File: src/hw/rtl/assert_macros.svh
// Assertion macros shared by the RTL of the unicode escape decoder.
// Users must have clk_i and rst_ni in scope; no other dependencies.
`ifndef ASSERT_MACROS_SVH
`define ASSERT_MACROS_SVH

// Checks a property on every rising clock edge outside of reset.
`define UED_ASSERT(lbl, prop) \
  lbl: assert property (@(posedge clk_i) disable iff (!rst_ni) (prop)) \
    else $error("assertion failed");

// Checks that a condition is never true outside of reset.
`define UED_ASSERT_NEVER(lbl, cond) \
  `UED_ASSERT(lbl, !(cond))

`endif

File: src/hw/rtl/ued_pkg.sv
// Package for the unicode escape decoder: word and job types, code unit constants
// and hex digit helpers. Has no dependencies.
`default_nettype none

package ued_pkg;

  localparam logic [15:0] BackslashUnit = 16'h005C;
  localparam logic [15:0] LetterUUnit   = 16'h0075;
  localparam int          HeldMax       = 5;
  localparam int          DigitSlots    = 3;
  localparam int          QueueDepth    = 2;  // power of two
  localparam int          QPtrW         = $clog2(QueueDepth);

  typedef struct packed {
    logic [15:0] code_unit;
    logic        end_of_stream;
  } in_word_t;

  typedef struct packed {
    logic [15:0] out_unit;
    logic        last_of_run;
    logic        stream_done;
  } out_word_t;

  // One input's worth of output: a flush of held units (backslash, 'u',
  // then digits), an optional tail unit, and the end of stream marker.
  typedef struct packed {
    logic [2:0]                 flush_cnt;
    logic [DigitSlots-1:0][6:0] digits;
    logic                       has_tail;
    logic [15:0]                tail_unit;
    logic                       eos;
  } job_t;

  function automatic logic is_hex_unit(input logic [15:0] u);
    logic [6:0] c;
    c = u[6:0];
    return (u[15:7] == 9'd0) &&
           (((c >= 7'h30) && (c <= 7'h39)) ||
            ((c >= 7'h41) && (c <= 7'h46)) ||
            ((c >= 7'h61) && (c <= 7'h66)));
  endfunction

  // Only valid for a code that is a hex digit.
  function automatic logic [3:0] hex_nibble(input logic [6:0] c);
    return (c[6:4] == 3'h3) ? c[3:0] : 4'(c[3:0] + 4'd9);
  endfunction

endpackage

`default_nettype wire

File: src/hw/rtl/ued_front.sv
// Front end of the unicode escape decoder: tracks the partial escape match
// and turns each input word into at most one output job. Depends on ued_pkg.
`default_nettype none

module ued_front (
  input  logic              clk_i,
  input  logic              rst_ni,
  input  logic              in_valid_i,
  output logic              in_ready_o,
  input  ued_pkg::in_word_t in_word_i,
  output logic              push_valid_o,
  input  logic              push_ready_i,
  output ued_pkg::job_t     push_job_o
);
  import ued_pkg::*;

  logic [2:0]                 held_q, held_d;
  logic [DigitSlots-1:0][6:0] digits_q, digits_d;
  logic                       accept;
  logic [15:0]                u;
  logic                       is_bs, is_letter_u, is_hex;
  logic                       brk;
  logic [1:0]                 slot;
  job_t                       job;

  assign u           = in_word_i.code_unit;
  assign is_bs       = (u == BackslashUnit);
  assign is_letter_u = (u == LetterUUnit);
  assign is_hex      = is_hex_unit(u);
  assign slot        = 2'(held_q - 3'd2);

  always_comb begin
    held_d        = held_q;
    digits_d      = digits_q;
    brk           = 1'b0;
    job.flush_cnt = 3'd0;
    job.digits    = digits_q;
    job.has_tail  = 1'b0;
    job.tail_unit = u;
    job.eos       = in_word_i.end_of_stream;

    if (held_q == 3'd0) begin
      brk = 1'b1;  // judged as if after a break with nothing held
    end else if (held_q == 3'd1) begin
      if (is_bs) begin
        job.flush_cnt = 3'd1;
        job.has_tail  = 1'b1;
        job.tail_unit = BackslashUnit;
        held_d        = 3'd0;
      end else if (is_letter_u) begin
        held_d = 3'd2;
      end else begin
        brk           = 1'b1;
        job.flush_cnt = 3'd1;
      end
    end else begin
      if (!is_hex) begin
        brk           = 1'b1;
        job.flush_cnt = held_q;
      end else if (held_q == 3'(HeldMax)) begin
        job.has_tail  = 1'b1;
        job.tail_unit = {hex_nibble(digits_q[0]), hex_nibble(digits_q[1]),
                         hex_nibble(digits_q[2]), hex_nibble(u[6:0])};
        held_d        = 3'd0;
      end else begin
        digits_d[slot] = u[6:0];
        held_d         = 3'(held_q + 3'd1);
      end
    end

    // A unit judged afresh either starts a new hold or passes through.
    if (brk) begin
      if (is_bs) begin
        held_d = 3'd1;
      end else begin
        held_d       = 3'd0;
        job.has_tail = 1'b1;
      end
    end

    // End of stream flushes whatever is still held.
    if (in_word_i.end_of_stream && (held_d != 3'd0)) begin
      if (brk) begin
        job.has_tail  = 1'b1;
        job.tail_unit = BackslashUnit;
      end else begin
        job.flush_cnt = held_d;
        job.digits    = digits_d;
      end
      held_d = 3'd0;
    end
  end

  assign in_ready_o   = push_ready_i;
  assign accept       = in_valid_i && push_ready_i;
  assign push_valid_o = in_valid_i && ((job.flush_cnt != 3'd0) || job.has_tail);
  assign push_job_o   = job;

  always_ff @(posedge clk_i or negedge rst_ni) begin
    if (!rst_ni) begin
      held_q <= 3'd0;
    end else if (accept) begin
      held_q <= held_d;
    end
  end

  always_ff @(posedge clk_i) begin
    if (accept) begin
      digits_q <= digits_d;
    end
  end

endmodule

`default_nettype wire

File: src/hw/rtl/ued_queue.sv
// Short job queue between the front and back ends of the unicode escape decoder.
// Depends on ued_pkg.
`default_nettype none

module ued_queue (
  input  logic          clk_i,
  input  logic          rst_ni,
  input  logic          push_valid_i,
  output logic          push_ready_o,
  input  ued_pkg::job_t push_job_i,
  output logic          head_valid_o,
  output ued_pkg::job_t head_job_o,
  input  logic          pop_i
);
  import ued_pkg::*;

  job_t             entries_q [QueueDepth];
  logic [QPtrW-1:0] wr_ptr_q, rd_ptr_q;
  logic [QPtrW:0]   count_q, count_d;
  logic             push, pop;

  assign push_ready_o = (count_q != (QPtrW+1)'(QueueDepth));
  assign head_valid_o = (count_q != '0);
  assign head_job_o   = entries_q[rd_ptr_q];
  assign push         = push_valid_i && push_ready_o;
  assign pop          = pop_i && head_valid_o;

  always_comb begin
    count_d = count_q;
    if (push && !pop) begin
      count_d = count_q + 1'b1;
    end else if (pop && !push) begin
      count_d = count_q - 1'b1;
    end
  end

  always_ff @(posedge clk_i or negedge rst_ni) begin
    if (!rst_ni) begin
      wr_ptr_q <= '0;
      rd_ptr_q <= '0;
      count_q  <= '0;
    end else begin
      count_q <= count_d;
      if (push) begin
        wr_ptr_q <= wr_ptr_q + 1'b1;
      end
      if (pop) begin
        rd_ptr_q <= rd_ptr_q + 1'b1;
      end
    end
  end

  always_ff @(posedge clk_i) begin
    if (push) begin
      entries_q[wr_ptr_q] <= push_job_i;
    end
  end

endmodule

`default_nettype wire

File: src/hw/rtl/ued_back.sv
// Back end of the unicode escape decoder: walks each job, one word per cycle
// if the output is free, into a registered output stage. Depends on ued_pkg.
`default_nettype none

module ued_back (
  input  logic               clk_i,
  input  logic               rst_ni,
  input  logic               head_valid_i,
  input  ued_pkg::job_t      head_job_i,
  output logic               pop_o,
  output logic               out_valid_o,
  input  logic               out_ready_i,
  output ued_pkg::out_word_t out_word_o
);
  import ued_pkg::*;

  logic [2:0] idx_q, idx_d;
  logic [2:0] total;
  logic       last;
  logic       advance;
  logic       out_valid_q, out_valid_d;
  out_word_t  out_word_q, out_word_d;
  logic [15:0] unit;

  assign total   = 3'(head_job_i.flush_cnt + {2'b00, head_job_i.has_tail});
  assign last    = (idx_q == 3'(total - 3'd1));
  assign advance = head_valid_i && (!out_valid_q || out_ready_i);
  assign pop_o   = advance && last;

  always_comb begin
    unit = head_job_i.tail_unit;
    if (idx_q < head_job_i.flush_cnt) begin
      unique case (idx_q)
        3'd0:    unit = BackslashUnit;
        3'd1:    unit = LetterUUnit;
        3'd2:    unit = {9'd0, head_job_i.digits[0]};
        3'd3:    unit = {9'd0, head_job_i.digits[1]};
        3'd4:    unit = {9'd0, head_job_i.digits[2]};
        default: unit = head_job_i.tail_unit;
      endcase
    end
  end

  always_comb begin
    idx_d       = idx_q;
    out_valid_d = out_valid_q;
    out_word_d  = out_word_q;
    if (advance) begin
      out_valid_d            = 1'b1;
      out_word_d.out_unit    = unit;
      out_word_d.last_of_run = last;
      out_word_d.stream_done = last && head_job_i.eos;
      idx_d                  = last ? 3'd0 : 3'(idx_q + 3'd1);
    end else if (out_ready_i) begin
      out_valid_d = 1'b0;
    end
  end

  always_ff @(posedge clk_i or negedge rst_ni) begin
    if (!rst_ni) begin
      idx_q       <= 3'd0;
      out_valid_q <= 1'b0;
    end else begin
      idx_q       <= idx_d;
      out_valid_q <= out_valid_d;
    end
  end

  always_ff @(posedge clk_i) begin
    out_word_q <= out_word_d;
  end

  assign out_valid_o = out_valid_q;
  assign out_word_o  = out_word_q;

endmodule

`default_nettype wire

File: src/hw/rtl/unicode_escape_decoder_unit.sv
// Top level of the unicode escape decoder: front end, job queue and back end.
// Depends on ued_pkg, ued_front, ued_queue, ued_back and assert_macros.svh.
//
// Usage:
//   The input channel (in_valid_i / in_ready_o / in_word_i) takes one 16-bit
//   code unit per word, with end_of_stream marking the final unit of a text.
//   The output channel (out_valid_o / out_ready_i / out_word_o) returns the
//   decoded text one code unit per word; last_of_run flags the final word
//   caused by an input word and stream_done the final word of the text.
//   An input word that only extends a partial escape produces no output word.
//   An accepted word's job is registered in the queue, and its first output
//   word then in the output register. The front end takes one word per cycle
//   while the queue has room; the back end sends one output word per cycle
//   while the receiver is ready, and one input word causes at most six.
//   A two-entry job queue absorbs that; in_ready_o drops only while it is full.
//   When the receiver stalls, the output register holds its word, the back
//   end pauses, and the queue then fills before the input side stalls.
//   Reset clears the partial match, the queue and the output register; the
//   next word after reset or after an end of stream starts a fresh text.
`default_nettype none

module unicode_escape_decoder_unit (
  input  logic               clk_i,
  input  logic               rst_ni,
  input  logic               in_valid_i,
  output logic               in_ready_o,
  input  ued_pkg::in_word_t  in_word_i,
  output logic               out_valid_o,
  input  logic               out_ready_i,
  output ued_pkg::out_word_t out_word_o
);
  import ued_pkg::*;

  `include "assert_macros.svh"

  logic push_valid, push_ready;
  job_t push_job;
  logic head_valid;
  job_t head_job;
  logic pop;

  // The front end classifies each code unit against the held escape prefix.
  ued_front u_front (
    .clk_i        (clk_i),
    .rst_ni       (rst_ni),
    .in_valid_i   (in_valid_i),
    .in_ready_o   (in_ready_o),
    .in_word_i    (in_word_i),
    .push_valid_o (push_valid),
    .push_ready_i (push_ready),
    .push_job_o   (push_job)
  );

  // Jobs wait here so that a long flush does not stall the input at once.
  ued_queue u_queue (
    .clk_i        (clk_i),
    .rst_ni       (rst_ni),
    .push_valid_i (push_valid),
    .push_ready_o (push_ready),
    .push_job_i   (push_job),
    .head_valid_o (head_valid),
    .head_job_o   (head_job),
    .pop_i        (pop)
  );

  // The back end expands each job into output words.
  ued_back u_back (
    .clk_i        (clk_i),
    .rst_ni       (rst_ni),
    .head_valid_i (head_valid),
    .head_job_i   (head_job),
    .pop_o        (pop),
    .out_valid_o  (out_valid_o),
    .out_ready_i  (out_ready_i),
    .out_word_o   (out_word_o)
  );

  // The end of a text always closes the run of its input word.
  `UED_ASSERT(a_done_is_last, out_valid_o && out_word_o.stream_done |-> out_word_o.last_of_run)
  // A waiting job reaches an empty output register in the next cycle.
  `UED_ASSERT(a_back_moves, head_valid && !out_valid_o |=> out_valid_o)
  // The queue only fills up through an accepted input word.
  `UED_ASSERT(a_full_needs_push, $fell(in_ready_o) |-> $past(in_valid_i))

endmodule

`default_nettype wire

File: config.mk
export PLATFORM = sky130hd
export DESIGN_NAME = unicode_escape_decoder_unit
export DESIGN_NICKNAME = d
export VERILOG_FILES = /design/src/hw/rtl/ued_pkg.sv /design/src/hw/rtl/ued_front.sv /design/src/hw/rtl/ued_queue.sv /design/src/hw/rtl/ued_back.sv /design/src/hw/rtl/unicode_escape_decoder_unit.sv
export VERILOG_INCLUDE_DIRS = /design/src /design/src/hw/rtl
export SDC_FILE = /design/constraint.sdc
export NUM_CORES = 1
export LEC_CHECK = 0
export ABC_CLOCK_PERIOD_IN_PS = 5200
export BUFFER_PORTS_ARGS = -buffer_cell sky130_fd_sc_hd__buf_2
export CAP_MARGIN = 10
export CELL_PAD_IN_SITES_DETAIL_PLACEMENT = 0
export CELL_PAD_IN_SITES_GLOBAL_PLACEMENT = 2
export CORE_UTILIZATION = 43
export CTS_CLUSTER_SIZE = 24
export DETAILED_ROUTE_END_ITERATION = 16
export PLACE_DENSITY = 0.75
export SLEW_MARGIN = 20
export SYNTH_ARGS = -nofsm -noshare
export SYNTH_HDL_FRONTEND = slang
export SYNTH_SLANG_ARGS = --single-unit
File: constraint.sdc
create_clock -name clk_i -period 5.2 [get_ports clk_i]
set_clock_uncertainty 0.2 [all_clocks]
set_input_delay 0 -clock clk_i [delete_from_list [all_inputs] [get_ports clk_i]]
set_output_delay 0 -clock clk_i [all_outputs]
set_load 0.05 [all_outputs]
==> impl_metrics.ini <==
[critical_path]
cp_num_buf_inv = 5
required_ns = 5.34
crit_slowest_cell = o31ai_2
arrival_ns = 3.72
worstRegToRegCells = 11
path_max_fanout = 16
r2r_slack_ns = 1.77
critPathTopFamily = buffers and inverters
slowest_delay_ns = 0.54
cp-start-kind = input port
crit_chain = dlygate4sd3_1, buf_2, inv_1, ha_1, or4_1, a21oi_1, nor3_4, nand4_1, buf_4, o2bb2ai_1, o31ai_2, inv_1, ha_1, xor2_1, nor2_1, xor2_1
end_kind = flop
rr_startpoint = u_queue.rd_ptr_q
worstReg2RegEnd = u_queue.count_q[1]
critPathKind = in2reg

[detailed_routing]
routed-via-count = 4147
drtPass1Iterations = 13
ant_nets = 0
finalWirelength_um = 14500
viasPerCell = 5.55
route.detailed.drc = 4
dr.first_iter.drc_count = 298
post_drt_wl_per_cell_um = 19.4

[die]
die_w_um = 126
fp.coreArea_um2 = 14800
die_area_um2 = 15800
fp.dieH_um = 126
rows = 44
start_util = 0.446
io_pins = 41

[sta]
rsz0062_at_grt = false
tns_ns = 0
slew_viol_final = 0
setup_viol = 0
worst_pin_slew_ns = 1.00
max_freq_ghz = 0.279
hold_violations = 0
maxSlewHeadroom = 0.331
fin_crit_sh = 0.689
layout_min_cycle_time_ns = 3.58

[power]
power_density_nw_per_um2 = 546
vdd_drop_max_mv = 0.212
p_total_mw = 4.25
power_leakage_nw = 2.78

[cells_and_area]
drive_gt1_frac = 0.208
antenna_cells = 0
layout.nets = 589
nFillCells = 1248
final_common_cell = edfxtp_1
syn_to_final_growth_pct = 18.3
final_core_util = 0.528
most-common-layout-cells = edfxtp_1 (123), buf_2 (40), nand2_1 (32), nor2_1 (26), dlygate4sd3_1 (22)

[clocking]
postCtsHoldBufs = 22
cts_buffers = 17
cts_tree = yes
root_buffer = clkbuf_16
htree_levels = 4
ctsResizeCount = 0
cts_sinks = 134
clk_latency_ns = 0.42
clockBufferDepth = 2
postCtsSetupBuffers = 0
cts.reportedPaths.clkPinSlew_ns = 0.06

[synthesis]
synth_nets = 529
synthTopCellsByArea = edfxtp_1 (56%), dfrtp_1 (4.2%), ha_1 (3.2%)
ys_async_sr_fraction = 0.0821
ys.flop_type = edfxtp_1
avgSynthCellArea_um2 = 13.4
synth_seq_area_share = 0.603
yosys_warnings = 0
yosys.area.top_type_share = 0.561
netlist_instances = 491
synth_edf_count = 123
ys_seq_elements = 134
ys_types = 70
yosysTopAreaCell = edfxtp_1
synth_area_um2 = 6580

[hold_path]
hp-start = out_ready_i
hp-class = in2reg
min_to = u_back.out_valid_o
hold_path_depth = 4

[global_routing]
grt_max_degree = 43
grt-ovfl-total = 0
grt_pass1_vias = 4154
groute.usage.overall = 0.197
antenna_found_initial = 0
grt_pass1_wl_um = 23200

[run_status]
violations = DRC
status = finished, violations left

[place]
gp_congestion = 0.778
hpwl_um = 9990
numPortBuffers = 40

[run]
max-cap-violations = 0
==> worst max path at each step <==
stage,startpoint,end,slack [ns],cells past startpoint
4_1_cts,in_word_i[2],u_queue.count_q[1],1.64,16
3_3_place_gp,in_word_i[2],u_queue.count_q[1],1.77,15
5_1_grt,in_word_i[2],u_queue.count_q[1],1.31,16
3_5_place_dp,in_word_i[2],u_queue.count_q[1],1.71,14
2_1_floorplan,in_word_i[2],u_queue.entries_q[0][0],0.92,10
6_report,in_word_i[2],u_queue.count_q[1],1.62,16
==> synth_stat cells, drive strengths merged (3+ instances only) <==
cell and instances:
edfxtp 123, mux2 39, nand2 33, o21ai 30, nor2 28, mux2i 20
clkbuf 19, ha 17, inv 15, xnor2 13, dfrtp 11, nor3 11
a21o 9, a222oi 9, nand2b 9, a21oi 7, buf 7, nand3 7
nor2b 7, a221oi 6, nand3b 6, xor2 6, a22oi 5, a31oi 5
a211oi 4, nor4 3, o211ai 3, or4 3
==> area by class of cell <==
class | count | area, µm² | area share
inverters | 16 | 60.1 | 0.00772
well taps | 184 | 230 | 0.0296
clock buffers | 17 | 425 | 0.0547
flip-flops and latches | 134 | 3970 | 0.510
repair buffers | 67 | 458 | 0.0588
clock inverters | 14 | 186 | 0.0240
multi-input cells | 315 | 2450 | 0.315
==> metrics by stage <==
stage | area [µm²] | std cells | worst slack [ns] | hold WS (ns)
2_1_floorplan | 6580 | 491 | 0.919 | -0.496
3_3_place_gp | 6950 | 694 | 1.77 | -0.318
3_5_place_dp | 6950 | 694 | 1.71 | -0.312
4_1_cts | 7780 | 747 | 1.64 | 0.160
5_1_grt | 7780 | 747 | 1.31 | 0.220
6_report | 7780 | 747 | 1.62 | 0.174
==> worst register-to-register path, delay by kind of cell (launching register included) <==
kind	cells	cell delay, ns
xor+xnor	4	0.60
simple gates	3	0.77
fa+ha+maj	3	0.71
flops	1	0.86
mux	1	0.23
==> per-layer routing <==
layer | up-vias | global-route usage | part of all wire
met5 | - | 0 | 0
met4 | 0 | 0.0638 | 0.013
met3 | 19 | 0.0472 | 0.042
met2 | 84 | 0.305 | 0.46
met1 | 2045 | 0.273 | 0.48
li1 | 1999 | - | -
==> cell families after synthesis <==
| logic type | count (synthesis) | share of synthesized area |
|---|---|---|
| and+or+nand+nor | 123 | 0.106 |
| DFF | 134 | 0.603 |
| AOI/OAI and AO/OA | 97 | 0.105 |
| adders and majority gates | 17 | 0.0323 |
| muxes | 59 | 0.101 |
| xor gates and xnor gates | 19 | 0.0253 |
| buffers and inverters | 42 | 0.0268 |
==> power by group <==
group | switching [mW] | leakage (nW) | internal (mW)
Sequential | 0.120 | 1.16 | 1.52
Combinational | 0.929 | 1.33 | 0.441
Clock | 0.478 | 0.294 | 0.766
Total | 1.53 | 2.78 | 2.72
==> flip-flops by register name (all words and copies together) (netlist names) <==
name / cells
u_back.idx_q: 3
u_queue.entries_q: 84
u_front.digits_q: 21
u_back.out_valid_o: 1
u_queue.wr_ptr_q: 1
u_back.out_word_o: 18
u_queue.rd_ptr_q: 1
u_queue.count_q: 2
u_front.held_q: 3
Note: power is estimated with default switching activity, not from simulation.
